**src/rtl/cma_pkg.sv**
```systemverilog
`timescale 1ns / 1ps
`default_nettype none

package cma_pkg;

	localparam int MAX_TAPS    = 7;
	localparam int SAMPLE_BITS = 16;

	localparam int WIN_BITS  = 3;
	localparam int TAP_BITS  = $clog2(MAX_TAPS + 1);
	localparam int HALF_BITS = $clog2(MAX_TAPS / 2 + 1);
	localparam int POS_BITS  = $clog2(MAX_TAPS + 1);
	localparam int CNT_BITS  = 3;
	localparam int SUM_BITS  = SAMPLE_BITS + $clog2(MAX_TAPS);

	localparam int RECIP_SHIFT = SUM_BITS + 1;
	localparam int RECIP_BITS  = RECIP_SHIFT;
	localparam int PROD_BITS   = SUM_BITS + RECIP_BITS;

	localparam logic [WIN_BITS-1:0]   WIN_RESET  = WIN_BITS'(3);
	localparam logic [HALF_BITS-1:0]  HALF_RESET = HALF_BITS'(1);
	localparam logic [TAP_BITS-1:0]   TAP_TOP    = TAP_BITS'(MAX_TAPS - 1 + MAX_TAPS % 2);
	localparam logic [RECIP_BITS-1:0] RECIP3     = RECIP_BITS'((1 << RECIP_SHIFT) / 3);
	localparam logic [RECIP_BITS-1:0] RECIP5     = RECIP_BITS'((1 << RECIP_SHIFT) / 5);
	localparam logic [RECIP_BITS-1:0] RECIP7     = RECIP_BITS'((1 << RECIP_SHIFT) / 7);

	typedef enum logic [2:0] {
		ST_IDLE,
		ST_SUM,
		ST_DIV,
		ST_FIX,
		ST_OUT
	} cma_state_t;

	typedef struct packed {
		logic load;
		logic sum_en;
		logic div_en;
		logic fix_en;
		logic lead;
		logic final_word;
	} cma_cmd_t;

	typedef struct packed {
		logic [CNT_BITS-1:0] word_count;
		logic                block_last;
	} cma_status_t;

	// Half of the odd tap count rounded up from the register, kept between 3 and the top odd value.
	function automatic logic [HALF_BITS-1:0] half_of(input logic [WIN_BITS-1:0] win);
		logic [TAP_BITS-1:0] taps;
		taps = TAP_BITS'(win) | TAP_BITS'(1);
		if (taps < TAP_BITS'(3))
			taps = TAP_BITS'(3);
		if (taps > TAP_TOP)
			taps = TAP_TOP;
		return HALF_BITS'(taps >> 1);
	endfunction

	function automatic logic [RECIP_BITS-1:0] recip_of(input logic [HALF_BITS-1:0] half);
		logic [RECIP_BITS-1:0] r;
		case (half)
			HALF_BITS'(1): r = RECIP3;
			HALF_BITS'(2): r = RECIP5;
			default:       r = RECIP7;
		endcase
		return r;
	endfunction

endpackage

`default_nettype wire

```
**src/rtl/cma_sample_if.sv**
```systemverilog
`timescale 1ns / 1ps
`default_nettype none

interface cma_sample_if import cma_pkg::*; ();
	logic                          valid;
	logic                          ready;
	logic signed [SAMPLE_BITS-1:0] sample;
	logic                          block_end;

	modport source (output valid, output sample, output block_end, input ready);
	modport sink (input valid, input sample, input block_end, output ready);
endinterface

`default_nettype wire

```
**src/rtl/cma_result_if.sv**
```systemverilog
`timescale 1ns / 1ps
`default_nettype none

interface cma_result_if import cma_pkg::*; ();
	logic                          valid;
	logic                          ready;
	logic signed [SAMPLE_BITS-1:0] average;
	logic                          final_res;

	modport source (output valid, output average, output final_res, input ready);
	modport sink (input valid, input average, input final_res, output ready);
endinterface

`default_nettype wire

```
**src/rtl/cma_datapath.sv**
```systemverilog
`timescale 1ns / 1ps
`default_nettype none

module cma_datapath import cma_pkg::*; (
	input  wire logic                          clk,
	input  wire logic                          arst_n,
	input  wire logic                          cfg_we,
	input  wire logic [WIN_BITS-1:0]           cfg_wdata,
	input  wire logic signed [SAMPLE_BITS-1:0] sample,
	input  wire logic                          block_end,
	input  wire cma_cmd_t                      cmd,
	output cma_status_t                        status,
	output logic signed [SAMPLE_BITS-1:0]      average
);

	logic [WIN_BITS-1:0]           window_q;
	logic [POS_BITS-1:0]           pos_q;
	logic [HALF_BITS-1:0]          half_q;
	logic [CNT_BITS-1:0]           count_q;
	logic                          use_avg_q;
	logic                          last_q;
	logic signed [SAMPLE_BITS-1:0] line_q [MAX_TAPS];
	logic [SUM_BITS-1:0]           mag_q;
	logic                          neg_q;
	logic [PROD_BITS-1:0]          prod_q;
	logic signed [SAMPLE_BITS-1:0] avg_q;

	logic [HALF_BITS-1:0]          half_d;
	logic [CNT_BITS-1:0]           count_d;
	logic [TAP_BITS-1:0]           taps;
	logic signed [SUM_BITS-1:0]    sum;
	logic [SUM_BITS-1:0]           q0;
	logic [SUM_BITS+TAP_BITS-1:0]  back;
	logic [SUM_BITS+TAP_BITS-1:0]  rem;
	logic [SUM_BITS-1:0]           quot;

	always_ff @(posedge clk or negedge arst_n) begin
		if (!arst_n) begin
			window_q <= WIN_RESET;
		end else if (cfg_we) begin
			window_q <= cfg_wdata;
		end
	end

	// The half window is taken from the register only at the first sample of a block.
	always_comb begin
		half_d = (pos_q == '0) ? half_of(window_q) : half_q;
		if (pos_q >= POS_BITS'(half_d))
			count_d = CNT_BITS'(1) + (block_end ? CNT_BITS'(half_d) : '0);
		else
			count_d = block_end ? CNT_BITS'(pos_q) + CNT_BITS'(1) : '0;
	end

	always_ff @(posedge clk or negedge arst_n) begin
		if (!arst_n) begin
			pos_q     <= '0;
			half_q    <= HALF_RESET;
			count_q   <= '0;
			use_avg_q <= 1'b0;
			last_q    <= 1'b0;
		end else if (cmd.load) begin
			half_q    <= half_d;
			count_q   <= count_d;
			use_avg_q <= pos_q >= POS_BITS'({half_d, 1'b0});
			last_q    <= block_end;
			if (block_end)
				pos_q <= '0;
			else if (pos_q < POS_BITS'(MAX_TAPS))
				pos_q <= pos_q + POS_BITS'(1);
		end
	end

	always_ff @(posedge clk) begin
		if (cmd.load) begin
			line_q[0] <= sample;
			for (int k = 1; k < MAX_TAPS; k++)
				line_q[k] <= line_q[k-1];
		end
	end

	always_comb begin
		taps = TAP_BITS'({half_q, 1'b1});
		sum  = '0;
		for (int k = 0; k < MAX_TAPS; k++) begin
			if (TAP_BITS'(k) < taps)
				sum = sum + SUM_BITS'(line_q[k]);
		end
	end

	// Division by 3, 5 or 7: reciprocal multiply gives the quotient or one less,
	// and a single compare against the remainder fixes it.
	always_comb begin
		q0   = prod_q[PROD_BITS-1:RECIP_SHIFT];
		back = (SUM_BITS+TAP_BITS)'(q0) * (SUM_BITS+TAP_BITS)'(taps);
		rem  = (SUM_BITS+TAP_BITS)'(mag_q) - back;
		quot = (rem >= (SUM_BITS+TAP_BITS)'(taps)) ? q0 + SUM_BITS'(1) : q0;
	end

	always_ff @(posedge clk) begin
		if (cmd.sum_en) begin
			neg_q <= sum[SUM_BITS-1];
			mag_q <= sum[SUM_BITS-1] ? SUM_BITS'(-sum) : SUM_BITS'(sum);
		end
		if (cmd.div_en)
			prod_q <= PROD_BITS'(mag_q) * PROD_BITS'(recip_of(half_q));
		if (cmd.fix_en)
			avg_q <= neg_q ? SAMPLE_BITS'(-quot) : SAMPLE_BITS'(quot);
	end

	assign status.word_count = count_q;
	assign status.block_last = last_q;
	assign average = (cmd.lead && use_avg_q) ? avg_q : '0;

endmodule

`default_nettype wire

```
**src/rtl/cma_controller.sv**
```systemverilog
`timescale 1ns / 1ps
`default_nettype none

module cma_controller import cma_pkg::*; (
	input  wire logic        clk,
	input  wire logic        arst_n,
	input  wire logic        in_valid,
	output logic             in_ready,
	output logic             out_valid,
	input  wire logic        out_ready,
	input  wire cma_status_t status,
	output cma_cmd_t         cmd
);

	cma_state_t          state_q, state_d;
	logic [CNT_BITS-1:0] rem_q, rem_d;
	logic                lead_q, lead_d;

	always_ff @(posedge clk or negedge arst_n) begin
		if (!arst_n) begin
			state_q <= ST_IDLE;
			rem_q   <= '0;
			lead_q  <= 1'b0;
		end else begin
			state_q <= state_d;
			rem_q   <= rem_d;
			lead_q  <= lead_d;
		end
	end

	always_comb begin
		state_d        = state_q;
		rem_d          = rem_q;
		lead_d         = lead_q;
		in_ready       = 1'b0;
		out_valid      = 1'b0;
		cmd            = '0;
		cmd.lead       = lead_q;
		// Only the last word of a sample that closes its block carries the flag.
		cmd.final_word = (rem_q == CNT_BITS'(1)) && status.block_last;
		case (state_q)
			ST_IDLE: begin
				in_ready = 1'b1;
				if (in_valid) begin
					cmd.load = 1'b1;
					state_d  = ST_SUM;
				end
			end
			ST_SUM: begin
				cmd.sum_en = 1'b1;
				state_d    = (status.word_count == '0) ? ST_IDLE : ST_DIV;
			end
			ST_DIV: begin
				cmd.div_en = 1'b1;
				state_d    = ST_FIX;
			end
			ST_FIX: begin
				cmd.fix_en = 1'b1;
				rem_d      = status.word_count;
				lead_d     = 1'b1;
				state_d    = ST_OUT;
			end
			ST_OUT: begin
				out_valid = 1'b1;
				if (out_ready) begin
					rem_d  = rem_q - CNT_BITS'(1);
					lead_d = 1'b0;
					if (rem_q == CNT_BITS'(1))
						state_d = ST_IDLE;
				end
			end
			default: begin
				state_d = ST_IDLE;
			end
		endcase
	end

endmodule

`default_nettype wire

```
**src/rtl/centered_moving_average_top.sv**
```systemverilog
// The first word of a sample is offered once the sum, reciprocal multiply and correction
// steps of the divide path are done. One sample at a time: a new sample is taken only after
// the last one has left the sum step, if it yields no word, else after all its words (up
// to four) were taken by the receiver, which can stall each word.
// Reset clears the controller, the block position, the half window (one) and the
// window register (three taps).
`timescale 1ns / 1ps
`default_nettype none

module centered_moving_average_top import cma_pkg::*; (
	input  wire logic                clk,
	input  wire logic                arst_n,
	input  wire logic                cfg_we,
	input  wire logic [WIN_BITS-1:0] cfg_wdata,
	cma_sample_if.sink               samples,
	cma_result_if.source             results
);

	cma_cmd_t    cmd;
	cma_status_t status;
	logic        in_ready;
	logic        out_valid;

	cma_controller u_ctl (
		.clk       (clk),
		.arst_n    (arst_n),
		.in_valid  (samples.valid),
		.in_ready  (in_ready),
		.out_valid (out_valid),
		.out_ready (results.ready),
		.status    (status),
		.cmd       (cmd)
	);

	cma_datapath u_dp (
		.clk       (clk),
		.arst_n    (arst_n),
		.cfg_we    (cfg_we),
		.cfg_wdata (cfg_wdata),
		.sample    (samples.sample),
		.block_end (samples.block_end),
		.cmd       (cmd),
		.status    (status),
		.average   (results.average)
	);

	assign samples.ready     = in_ready;
	assign results.valid     = out_valid;
	assign results.final_res = cmd.final_word;

endmodule

`default_nettype wire

```
**src/flat_wrapper.sv**
```systemverilog
// flat-port wrapper written by rule: the top's interface ports become plain ports
module centered_moving_average_top_flat import cma_pkg::*;
  (clk, arst_n, cfg_we, cfg_wdata, samples_valid, samples_sample, samples_block_end, samples_ready, results_valid, results_average, results_final_res, results_ready);
  cma_sample_if samples_i ();
  cma_result_if results_i ();
  input  wire logic clk;
  input  wire logic arst_n;
  input  wire logic cfg_we;
  input  wire logic [WIN_BITS-1:0] cfg_wdata;
  input wire logic [$bits(samples_i.valid)-1:0] samples_valid;
  input wire logic [$bits(samples_i.sample)-1:0] samples_sample;
  input wire logic [$bits(samples_i.block_end)-1:0] samples_block_end;
  output wire logic [$bits(samples_i.ready)-1:0] samples_ready;
  output wire logic [$bits(results_i.valid)-1:0] results_valid;
  output wire logic [$bits(results_i.average)-1:0] results_average;
  output wire logic [$bits(results_i.final_res)-1:0] results_final_res;
  input wire logic [$bits(results_i.ready)-1:0] results_ready;
  assign samples_i.valid = samples_valid;
  assign samples_i.sample = samples_sample;
  assign samples_i.block_end = samples_block_end;
  assign samples_ready = samples_i.ready;
  assign results_valid = results_i.valid;
  assign results_average = results_i.average;
  assign results_final_res = results_i.final_res;
  assign results_i.ready = results_ready;
  centered_moving_average_top u_core (.clk(clk), .arst_n(arst_n), .cfg_we(cfg_we), .cfg_wdata(cfg_wdata), .samples(samples_i), .results(results_i));
endmodule
```
**config.mk**
```make
export PLATFORM = sky130hd
export DESIGN_NAME = centered_moving_average_top_flat
export DESIGN_NICKNAME = d
export VERILOG_FILES = /design/src/rtl/cma_pkg.sv /design/src/rtl/cma_sample_if.sv /design/src/rtl/cma_result_if.sv /design/src/rtl/cma_datapath.sv /design/src/rtl/cma_controller.sv /design/src/rtl/centered_moving_average_top.sv /design/src/flat_wrapper.sv
export SDC_FILE = /design/constraint.sdc
export NUM_CORES = 1
export LEC_CHECK = 0
export ABC_CLOCK_PERIOD_IN_PS = 20600
export BUFFER_PORTS_ARGS = -buffer_cell sky130_fd_sc_hd__buf_2
export CAP_MARGIN = 40
export CORE_ASPECT_RATIO = 1.2
export CORE_MARGIN = 2
export CORE_UTILIZATION = 54
export DETAILED_ROUTE_END_ITERATION = 10
export MAX_ROUTING_LAYER = met4
export PLACE_DENSITY = 0.81
export SYNTH_ARGS = -nofsm -noshare
export SYNTH_HDL_FRONTEND = slang
export SYNTH_SLANG_ARGS = --single-unit
export TNS_END_PERCENT = 5
```
**constraint.sdc**
```tcl
create_clock -name clk -period 20.6 [get_ports clk]
set_clock_uncertainty 0.1 [all_clocks]
set_input_delay 1.03 -clock clk [delete_from_list [all_inputs] [get_ports clk]]
set_output_delay 1.03 -clock clk [all_outputs]
set_load 0.005 [all_outputs]
```
==> impl_results.md <==
- Synth Area in Adders: 36.2%
- MaxCap Viol Count: 0
- Distinct cell type count after synthesis: 92
- Antenna violations before repair: 0
- Setup Viol. Count Final: 0
- Ranking of synthesized cells by area: edfxtp_1, fa_1, ha_1, inv_1, xnor2_1
- Post-synth EDFFs: 167
- Synth Area in Compound Gates: 14.3%
- First drt pass iteration count: 6
- Setup_tns: 0 ns
- Yosys reg bits: 186
- Post-CTS sizing: 0
- Hold-fix buffers at CTS: 0
- CP max FO: 65
- Fmax achieved: 83.4 MHz
- Clock Sinks: 186
- Via-to-Cell Ratio: 5.85
- Top-area cell type share of the netlist area: 20.4%
- H-tree levels: 4
- Met1 usage: 29.3%
- Most common flop cell mapped by yosys: edfxtp_1
- Warnings, synthesis: 0
- Cell accounting for the most synthesized area: edfxtp_1
- Share of cells above drive strength 1: 5.20%
- DRC: 0
- Minimum clock period after layout: 12.00 ns
- Mapped Avg Cell Area: 9.54 um2
- P&R area growth vs syn: 5.50%
- Met3 usage: 3.39%
- Met2 usage: 46.7%
- Startpoint types: flip-flop
- RSZ-0062 raised after global routing: no
- Status: finished, final reports clean
- Clock-pin slew of the registers on the worst-case setup and hold paths: 0.09 ns
- Worst r2r dst: u_core.u_dp.mag_q[18]
- FF-to-FF path depth: 41
- Vias: 18757
- Layer with the highest usage: met2
- Number of buffers created by CTS: 17
- Critical path startpoint: u_core.u_dp.half_q[0]
- WHS Path Cells: 0
- Synth Area in XOR/XNOR: 5.36%
- Reg2reg start: u_core.u_dp.half_q[0]
- Clk_lat worst skew: 0.47 ns
- CP Capture Type: flip-flop
- Fin. max-slew vios: 0
- Antenna viol nets, final: 0
- Post-Syn Area: 24600 um2
- Most frequent cell after synthesis: inv_1
- Maximum clock path buffer count: 2
- Site Rows: 85
- Period utilization: 58.2%
- Placement Cell Area: 25400 um2
- N_diodes: 0
- Proportion of synthesized area in mux cells: 1.15%
- DR iter-0 viols: 1204
- Die Wd: 199 um
- Final hold violation count: 0
- HP Class: reg2reg
- Largest family of logic cells by synthesized area: adder cells
- Largest net degree at the start of global routing: 66
- PortBufs: 42
- CP Class: reg2reg
- Worst-margin pin slew: 1.00 ns
- CTS Root Cell: clkbuf_16
- First-pass GRT wire length: 95.2 mm
- Total gr overflow: 0
- GPL Wtd Cong: 0.981
- FF-to-FF setup slack: 8.60 ns
- WP data required: 20.71 ns
- Slew headroom: 33.3%
- Die height: 238 um
- Arr. time, crit path: 12.11 ns
- Initial Util: 54.8%
- CTS tree: done
- Syn Nets: 3173
- Synth cell count leaders: inv_1, ha_1, fa_1, nand2_1, edfxtp_1
- Peak per-stage delay on the critical path: 0.84 ns
- Avg WL per Cell: 18.0 um
- Most frequent cell on the critical path: ha_1
- Vias in the first global route: 19520
- Synth async-reset ratio: 10.2%
- Routed Wire Length: 57.6 mm
- CP max-delay cell: dfstp_2
- Post-synthesis simple-gate area fraction: 13.3%
- Seq/Total Area, Yosys: 22.3%
- Post-CTS setup buffer count: 0
- Design Area, Final: 26000 um2
- I/O pin count: 44
- Core area: 45000 um2
- Die Area: 47400 um2
- GRT Overall Usage: 26.1%
- Dpl hpwl: 46.7 mm
- Fill cells: 3751
- Final net count: 3174
- Post-synthesis cell count: 2582
- Hold_sp: u_core.u_dp.line_q[1][6]
- Hold Path Sink: u_core.u_dp.line_q[2][6]
==> logic make-up (layout without fill, tap and decap cells) <==
kind of cell / count (synthesis) / count (layout)
simple gates: 651 / 651
buf+inv: 478 / 492
compound gates: 527 / 527
mux: 25 / 25
fa+ha+maj: 566 / 566
xor+xnor: 149 / 149
flops: 186 / 186
==> routing by layer <==
| metal | up-vias | part of all wire [%] |
|---|---|---|
| met2 | 582 | 53 |
| met5 | - | 0 |
| met1 | 9147 | 38 |
| li1 | 8883 | - |
| met4 | 0 | 4.1 |
| met3 | 145 | 4.8 |
==> state kept, by name (all words and copies together), names as in the netlist <==
register,cells
u_core.u_dp.count_q,3
u_core.u_dp.half_q,2
u_core.u_dp.mag_q,19
u_core.u_ctl.state_q,3
u_core.u_ctl.lead_q,1
u_core.u_dp.neg_q,1
u_core.u_dp.avg_q,16
u_core.u_dp.pos_q,3
u_core.u_ctl.rem_q,3
u_core.u_dp.window_q,2
u_core.u_dp.last_q,1
u_core.u_dp.use_avg_q,1
u_core.u_dp.line_q,112
u_core.u_dp.prod_q,19
==> through the flow <==
step	setup slack [ns]	hold WS [ns]	utilization [%]	cells
global route	7.92	0.347	57.8	3205
global placement	9.20	0.336	56.5	3172
finish	8.60	0.335	57.8	3205
detailed placement	8.84	0.341	56.5	3173
CTS	8.78	0.345	57.8	3205
floorplan	8.95	0.333	-	2582
==> worst max-delay path by stage <==
stage	endpoint	slack, ns	depth (start not counted)
after floorplan	u_core.u_dp.mag_q[9]	8.95	54
after global placement	u_core.u_dp.mag_q[18]	9.20	41
after detailed placement	u_core.u_dp.mag_q[18]	8.84	41
after CTS	u_core.u_dp.mag_q[18]	8.78	41
after global routing	u_core.u_dp.mag_q[18]	7.92	41
final	u_core.u_dp.mag_q[18]	8.60	41
==> placed cells by master (no fill, tap or decap), types with 12 or more instances in the layout <==
| cell | count |
|---|---|
| a211oi_1 | 24 |
| a21o_1 | 57 |
| a21oi_1 | 128 |
| a31oi_1 | 23 |
| and2_1 | 48 |
| and3_1 | 27 |
| buf_2 | 42 |
| clkbuf_16 | 17 |
| dfrtp_1 | 16 |
| edfxtp_1 | 167 |
| fa_1 | 245 |
| ha_1 | 320 |
| inv_1 | 408 |
| mux2_2 | 13 |
| nand2_1 | 172 |
| nand2b_1 | 29 |
| nand3_1 | 39 |
| nand4_1 | 18 |
| nor2_1 | 140 |
| nor2b_1 | 58 |
| nor3_1 | 45 |
| nor4_1 | 14 |
| o211ai_1 | 12 |
| o21a_1 | 21 |
| o21ai_0 | 115 |
| o21bai_1 | 21 |
| o31ai_1 | 17 |
| or3_1 | 18 |
| xnor2_1 | 106 |
| xor2_1 | 42 |
==> layout make-up <==
| class | count | area [um2] | area share (%) |
|---|---|---|---|
| repair buffers | 51 | 282 | 1.08 |
| clock buffers | 17 | 425 | 1.64 |
| multi-input cells | 1918 | 17300 | 66.7 |
| inverters | 409 | 1540 | 5.92 |
| clock inverters | 15 | 163 | 0.626 |
| well taps | 609 | 762 | 2.93 |
| flip-flops and latches | 186 | 5490 | 21.1 |
==> worst max-delay path: cells and delay by family, from the launching register on <==
kind,cells,cell delay [ns]
multiplexers,1,0.23
AND/OR/NAND/NOR,9,1.65
XOR/XNOR,5,0.96
flip-flops,1,0.84
AO/OA/AOI/OAI,14,4.30
adder cells (fa/ha/maj),6,1.95
buffers and inverters,6,1.65
Power is left out: the tool's default activity adds up to more than one toggle a clock period on the data nets, which glitch-free logic cannot reach.
